--- config.mk ---
export PLATFORM = sky130hd
export DESIGN_NAME = crc32_with_ines_header_skip
export DESIGN_NICKNAME = d
export VERILOG_FILES = /design/src/rtl/core/crcih_pkg.sv /design/src/rtl/core/crcih_front.sv /design/src/rtl/core/crcih_queue.sv /design/src/rtl/core/crcih_back.sv /design/src/rtl/core/crc32_with_ines_header_skip.sv
export SDC_FILE = /design/constraint.sdc
export NUM_CORES = 1
export LEC_CHECK = 0
export ABC_AREA = 1
export BUFFER_PORTS_ARGS = -buffer_cell sky130_fd_sc_hd__buf_2
export CORE_MARGIN = 2
export CORE_UTILIZATION = 62
export CTS_CLUSTER_SIZE = 20
export DETAILED_ROUTE_END_ITERATION = 10
export PLACE_DENSITY = 0.84
export SLEW_MARGIN = 30
export SYNTH_ARGS = -nofsm -noshare
export SYNTH_HDL_FRONTEND = slang
export SYNTH_HIERARCHICAL = 1
export SYNTH_SLANG_ARGS = --single-unit
--- constraint.sdc ---
create_clock -name clock -period 3 [get_ports clock]
set_input_delay 0.15 -clock clock [delete_from_list [all_inputs] [get_ports clock]]
set_output_delay 0.15 -clock clock [all_outputs]
set_load 0.01 [all_outputs]
--- src/rtl/core/crcih_pkg.sv ---
// Types, constants and functions of the header-skipping CRC-32 block.
// Used by every module of the block; depends on nothing.
`default_nettype none

package crcih_pkg;

   localparam int HEADER_BYTES = 16;
   localparam int POS_WIDTH = $clog2(HEADER_BYTES + 1);
   localparam int MAGIC_BYTES = 4;

   localparam logic [31:0] CRC_POLY = 32'hEDB8_8320;
   localparam logic [31:0] CRC_ONES = 32'hFFFF_FFFF;

   localparam logic [7:0] MAGIC_0 = 8'h4E;
   localparam logic [7:0] MAGIC_1 = 8'h45;
   localparam logic [7:0] MAGIC_2 = 8'h53;
   localparam logic [7:0] MAGIC_3 = 8'h1A;

   localparam int QUEUE_DEPTH = 4;
   localparam int QUEUE_PTR_WIDTH = $clog2(QUEUE_DEPTH);
   localparam int QUEUE_CNT_WIDTH = $clog2(QUEUE_DEPTH + 1);

   typedef struct packed {
      logic [7:0] data_byte;
      logic       last_byte;
   } req_type;

   typedef struct packed {
      logic [31:0] crc_value;
      logic        header_skipped;
   } rsp_type;

   // Classified item passed from the front to the back.
   typedef struct packed {
      logic [7:0] data_byte;
      logic       last_byte;
      logic       in_payload;
      logic       skip;
   } cmd_type;

   function automatic logic [7:0] magic_byte(input logic [1:0] idx);
      logic [7:0] value;
      unique case (idx)
         2'd0: value = MAGIC_0;
         2'd1: value = MAGIC_1;
         2'd2: value = MAGIC_2;
         2'd3: value = MAGIC_3;
         default: value = MAGIC_0;
      endcase
      return value;
   endfunction

   // Reflected CRC-32 advanced by one byte; unrolls into an XOR network.
   function automatic logic [31:0] crc_byte(input logic [31:0] crc, input logic [7:0] data);
      logic [31:0] c;
      c = crc ^ {24'd0, data};
      for (int k = 0; k < 8; k++) begin
         c = c[0] ? (CRC_POLY ^ (c >> 1)) : (c >> 1);
      end
      return c;
   endfunction

endpackage

`default_nettype wire

--- src/rtl/core/crcih_front.sv ---
// Front end: accepts file bytes, tracks the header position and the magic match.
// Depends on crcih_pkg; feeds classified items into crcih_queue.
`default_nettype none

module crcih_front
   import crcih_pkg::*;
(
   input  wire logic    clock,
   input  wire logic    reset,
   input  wire logic    req_push,
   input  wire req_type req_item,
   input  wire logic    queue_full,
   output logic         queue_push,
   output cmd_type      queue_entry
);

   logic [POS_WIDTH-1:0] pos_ff, pos_in;
   logic                 magic_ff, magic_in;
   logic [POS_WIDTH-1:0] pos_next;
   logic                 magic_next;
   logic                 in_header;
   logic                 mismatch;

   assign queue_push = req_push && !queue_full;

   always_comb begin
      in_header = pos_ff < POS_WIDTH'(HEADER_BYTES);
      mismatch = (pos_ff < POS_WIDTH'(MAGIC_BYTES))
                 && (req_item.data_byte != magic_byte(pos_ff[1:0]));
      pos_next = in_header ? pos_ff + POS_WIDTH'(1) : pos_ff;
      magic_next = magic_ff && !(in_header && mismatch);

      queue_entry.data_byte = req_item.data_byte;
      queue_entry.last_byte = req_item.last_byte;
      queue_entry.in_payload = !in_header;
      queue_entry.skip = magic_next && (pos_next >= POS_WIDTH'(HEADER_BYTES));

      pos_in = pos_ff;
      magic_in = magic_ff;
      if (queue_push) begin
         // The last byte closes the file, so the next byte starts a new one.
         if (req_item.last_byte) begin
            pos_in = '0;
            magic_in = 1'b1;
         end else begin
            pos_in = pos_next;
            magic_in = magic_next;
         end
      end
   end

   always_ff @(posedge clock) begin
      if (reset) begin
         pos_ff <= '0;
         magic_ff <= 1'b1;
      end else begin
         pos_ff <= pos_in;
         magic_ff <= magic_in;
      end
   end

endmodule

`default_nettype wire

--- src/rtl/core/crcih_queue.sv ---
// Short queue of classified items between the front and the back.
// Depends on crcih_pkg.
`default_nettype none

module crcih_queue
   import crcih_pkg::*;
(
   input  wire logic    clock,
   input  wire logic    reset,
   input  wire logic    push,
   input  wire cmd_type entry_in,
   output logic         full,
   input  wire logic    pop,
   output cmd_type      entry_out,
   output logic         empty
);

   cmd_type                    entries_ff [QUEUE_DEPTH];
   logic [QUEUE_PTR_WIDTH-1:0] wr_ptr_ff, wr_ptr_in;
   logic [QUEUE_PTR_WIDTH-1:0] rd_ptr_ff, rd_ptr_in;
   logic [QUEUE_CNT_WIDTH-1:0] count_ff, count_in;
   logic                       do_push;
   logic                       do_pop;

   assign full = count_ff == QUEUE_CNT_WIDTH'(QUEUE_DEPTH);
   assign empty = count_ff == '0;
   assign entry_out = entries_ff[rd_ptr_ff];

   always_comb begin
      do_push = push && !full;
      do_pop = pop && !empty;
      wr_ptr_in = do_push ? wr_ptr_ff + QUEUE_PTR_WIDTH'(1) : wr_ptr_ff;
      rd_ptr_in = do_pop ? rd_ptr_ff + QUEUE_PTR_WIDTH'(1) : rd_ptr_ff;
      count_in = count_ff;
      if (do_push && !do_pop) begin
         count_in = count_ff + QUEUE_CNT_WIDTH'(1);
      end else if (do_pop && !do_push) begin
         count_in = count_ff - QUEUE_CNT_WIDTH'(1);
      end
   end

   always_ff @(posedge clock) begin
      if (do_push) begin
         entries_ff[wr_ptr_ff] <= entry_in;
      end
   end

   always_ff @(posedge clock) begin
      if (reset) begin
         wr_ptr_ff <= '0;
         rd_ptr_ff <= '0;
         count_ff <= '0;
      end else begin
         wr_ptr_ff <= wr_ptr_in;
         rd_ptr_ff <= rd_ptr_in;
         count_ff <= count_in;
      end
   end

endmodule

`default_nettype wire

--- src/rtl/core/crcih_back.sv ---
// Back end: runs the full and payload CRC registers and holds the result.
// Depends on crcih_pkg; takes classified items from crcih_queue.
`default_nettype none

module crcih_back
   import crcih_pkg::*;
(
   input  wire logic    clock,
   input  wire logic    reset,
   input  wire cmd_type cmd,
   input  wire logic    cmd_empty,
   output logic         cmd_pop,
   input  wire logic    rsp_pop,
   output logic         rsp_empty,
   output rsp_type      rsp_item
);

   logic [31:0] full_crc_ff, full_crc_in;
   logic [31:0] payload_crc_ff, payload_crc_in;
   logic        out_valid_ff, out_valid_in;
   rsp_type     out_item_ff, out_item_in;
   logic [31:0] full_next;
   logic [31:0] payload_next;

   assign rsp_empty = !out_valid_ff;
   assign rsp_item = out_item_ff;

   always_comb begin
      // A last item needs the result register, which frees up when it is popped.
      cmd_pop = !cmd_empty && (!cmd.last_byte || !out_valid_ff || rsp_pop);
      full_next = crc_byte(full_crc_ff, cmd.data_byte);
      payload_next = cmd.in_payload ? crc_byte(payload_crc_ff, cmd.data_byte)
                                    : payload_crc_ff;

      full_crc_in = full_crc_ff;
      payload_crc_in = payload_crc_ff;
      out_item_in = out_item_ff;
      out_valid_in = out_valid_ff && !rsp_pop;
      if (cmd_pop) begin
         if (cmd.last_byte) begin
            full_crc_in = CRC_ONES;
            payload_crc_in = CRC_ONES;
            out_valid_in = 1'b1;
            out_item_in.crc_value = (cmd.skip ? payload_next : full_next) ^ CRC_ONES;
            out_item_in.header_skipped = cmd.skip;
         end else begin
            full_crc_in = full_next;
            payload_crc_in = payload_next;
         end
      end
   end

   always_ff @(posedge clock) begin
      out_item_ff <= out_item_in;
   end

   always_ff @(posedge clock) begin
      if (reset) begin
         full_crc_ff <= CRC_ONES;
         payload_crc_ff <= CRC_ONES;
         out_valid_ff <= 1'b0;
      end else begin
         full_crc_ff <= full_crc_in;
         payload_crc_ff <= payload_crc_in;
         out_valid_ff <= out_valid_in;
      end
   end

endmodule

`default_nettype wire

--- src/rtl/core/crc32_with_ines_header_skip.sv ---
// A last byte is registered in the queue first, then its result in the result register.
// Throughput: one byte per cycle unless full; the back end's byte-wide CRC update sets it.
// The four-entry queue absorbs stalls of the result side before full is raised.
// Reset (synchronous, active high) empties the queue and the result register and restores
// the CRC registers to all ones, the header position to zero and the magic match to one.
`default_nettype none

module crc32_with_ines_header_skip
   import crcih_pkg::*;
(
   input  wire logic    clock,
   input  wire logic    reset,
   input  wire logic    req_push,
   input  wire req_type req_item,
   output logic         req_full,
   input  wire logic    rsp_pop,
   output logic         rsp_empty,
   output rsp_type      rsp_item
);

   logic    queue_push;
   cmd_type queue_entry;
   logic    queue_pop;
   logic    queue_empty;
   cmd_type queue_head;

   crcih_front u_front (
      .clock       (clock),
      .reset       (reset),
      .req_push    (req_push),
      .req_item    (req_item),
      .queue_full  (req_full),
      .queue_push  (queue_push),
      .queue_entry (queue_entry)
   );

   crcih_queue u_queue (
      .clock     (clock),
      .reset     (reset),
      .push      (queue_push),
      .entry_in  (queue_entry),
      .full      (req_full),
      .pop       (queue_pop),
      .entry_out (queue_head),
      .empty     (queue_empty)
   );

   crcih_back u_back (
      .clock     (clock),
      .reset     (reset),
      .cmd       (queue_head),
      .cmd_empty (queue_empty),
      .cmd_pop   (queue_pop),
      .rsp_pop   (rsp_pop),
      .rsp_empty (rsp_empty),
      .rsp_item  (rsp_item)
   );

endmodule

`default_nettype wire

==> out/metrics.csv <==
metric,value,unit
crit_slowest_cell,o22ai_1,
path_buf_inv,2,
synth_commonest_cells,"nand2_1 (282), dfxtp_1 (80), xor2_1 (79), edfxtp_1 (77), inv_1 (72)",
syn2layout_area_growth,13.54,%
wirelength,22680,um
via_per_inst,5.645,
clock_sinks,157,
regArea,0.003914,sq mm
arrival,2950,ps
cap_violations,0,
core_area,0.01383,sq mm
status,completed,
setup_viol,0,
cts_max_path_buffers,2,
synth.avg_cell_area,8.257,sq um
finalClockSkew,8.726,ps
drt_iter0_drc,782,
cp_common_cell,nand2_1,
clkTransAtPathRegs,60,ps
place_hpwl,15790,um
slowest_delay,370,ps
multi_input_comb_area,0.004250,sq mm
slew_viol_final,0,
grt_setup_unrepaired,no,
tightest_slew,579.7,ps
synth_warnings,6,
clock_latency,440,ps
cp_max_fo,22,
finalInstanceArea,0.009928,sq mm
io_buffers,47,
fin_crit,2749,ps
die_w,122.8,um
crit_chain,inv_2 > o21ai_1 > o22ai_1 > inv_2 > nand2_1 > nand2_4 > xnor2_2 > xor2_1 > nand2_1 > nand3_1 > nand2_1 > nand2_1 > nand2_1,
synth_cells,1059,
initial_core_util,63.24,%
min_to,u_back/out_valid_ff,
relSlewSlack,60.95,%
r2r_slack,250,ps
reg2reg_to,u_back/rsp_item[18],
fill_cells,1003,
drive_gt1_share,18.03,%
cts_buffers,17,
async_flop_share,0,%
antenna_found_initial,0,
crit_path_end_kind,register,
nNetsFinal,1137,
grt_start_max_net_pins,51,
ys_ff_latch,157,
synth_ff_type,dfxtp_1,
vias,7372,
synth_cell_types,40,
die-area,0.01507,sq mm
fmax,363.7,MHz
grt.total_usage,31.58,%
netlist_area,0.008745,sq mm
grt_pass1_wl,35530,um
gr-total-overflow,0,
die_h,122.8,um
postRouteAntennaNets,0,
clock_tree.root_cell,clkbuf_16,
diodes,0,
yosys.area.top_type,edfxtp_1,
synth_fp_nets,1083,
synth_edf_count,77,
tns,0,ps
drc,0,
rows,43,
cts_resized,0,
yosys-top-cells-area,"edfxtp_1 (26%), dfxtp_1 (18%), nand2_1 (12%)",
min_from,rsp_pop,
grt_pass1_vias,6889,
startpoint_type,register,
hp-class,input port to register,
cts.htree.levels,4,
ys_seq_area_share,44.76,%
whs_path_depth,4,
placed_cell_area,0.009234,sq mm
synth_top_area_share,26.44,%
reg2reg_depth,13,
hold_violations,0,
gp_congestion,1.027,
wl_per_cell,17.37,um
drt-pass1-iter-count,7,
synth.most_common_cell,nand2_1,
ios,48,
path_class,register to register,
crit_family,simple AND/OR/NAND/NOR gates,
timing.final.crit_share,91.64,%
required,3200,ps
cts_tree,built,
## cells in the final DEF (no fill, tap or decap), types with 2 or more instances in the layout
cell type        n
inv_2           22
xor2_2           8
clkbuf_16       17
o21ai_1         40
clkinvlp_4       2
nand3_1         50
nand3b_1         3
or2_2            6
buf_12           4
xnor2_2          3
o211ai_1         4
edfxtp_1        77
inv_6            5
dfxtp_1         80
inv_1           71
o21ai_0         59
or2_1            2
inv_8            2
nor2_1          52
buf_4           24
clkinv_2         2
dlygate4sd3_1   10
ha_1            10
xor2_1          79
nor3_1           2
bufinv_16        2
nor2_2           5
o22ai_1          9
buf_2           47
xnor2_1         20
nand2_2         29
nand2_1        281
a21oi_1         67
nand2_4         14
nor2_4           2
## state kept, by name, summed over array words and instances (netlist names), named ones only
name and cells:
u_back/rsp_item 33, u_queue/wr_ptr_ff 2, u_queue/count_ff 3, u_front/pos_ff 5, u_back/full_crc_ff 32, u_back/out_valid_ff 1
u_front/magic_ff 1, u_queue/entries_ff 44, u_back/payload_crc_ff 32, u_queue/rd_ptr_ff 2
## logic make-up after synthesis
group	after synthesis	share of synthesized area, %
DFF	157	44.76
adders and majority gates	11	1.660
and+or+nand+nor	448	22.86
xor gates and xnor gates	111	12.28
AOI/OAI and AO/OA	189	11.50
buffers and inverters	143	6.939
## cell type report
| class | count | share of cell area (%) |
|---|---|---|
| Tap cell | 180 | 2.268 |
| Multi-Input combinational cell | 759 | 42.81 |
| Sequential cell | 157 | 39.42 |
| Clock buffer | 19 | 4.461 |
| Timing Repair Buffer | 85 | 5.999 |
| Clock inverter | 13 | 1.525 |
| Inverter | 93 | 3.516 |
## worst max-delay path by stage
stage	end	cells after the start
finish	u_back/rsp_item[18]	13
global route	u_back/rsp_item[18]	13
CTS	u_back/rsp_item[18]	13
detailed placement	u_back/rsp_item[18]	13
global placement	u_back/rsp_item[18]	13
floorplan	u_queue/count_ff[1]	13
## what timing repair did
action,4_1_cts,5_1_grt
hold buffers,10,0
endpoints found under the hold margin,38,0
setup endpoints to repair,0,0
buffers inserted,0,0
## metal layers
layer / track usage, % / vias to the layer above / share of wire, %
li1: - / 3530 / -
met1: 39.49 / 3357 / 39
met2: 49.62 / 387 / 46
met3: 6.738 / 98 / 8.5
met4: 20.04 / 0 / 6.1
met5: 0 / - / 0
## worst register-to-register path: cells and delay by family, from the launching register on
family | cells | cell delay, ps
simple gates | 7 | 700
buf+inv | 2 | 360
compound gates | 2 | 490
xor+xnor | 2 | 620
flops | 1 | 330
## metrics by stage
step	util, %	std cells	setup slack (ps)	hold slack (ps)
6_report	71.80	1306	250.7	81.79
3_5_place_dp	66.78	1264	370.1	386.4
4_1_cts	71.80	1306	344.0	75.39
5_1_grt	71.80	1306	41.10	161.7
2_1_floorplan	-	1059	453.3	219.1
3_3_place_gp	66.78	1264	424.3	385.5
Power is not shown: default switching activity piles up to over one toggle a cycle in this logic, so the estimate is an artifact.
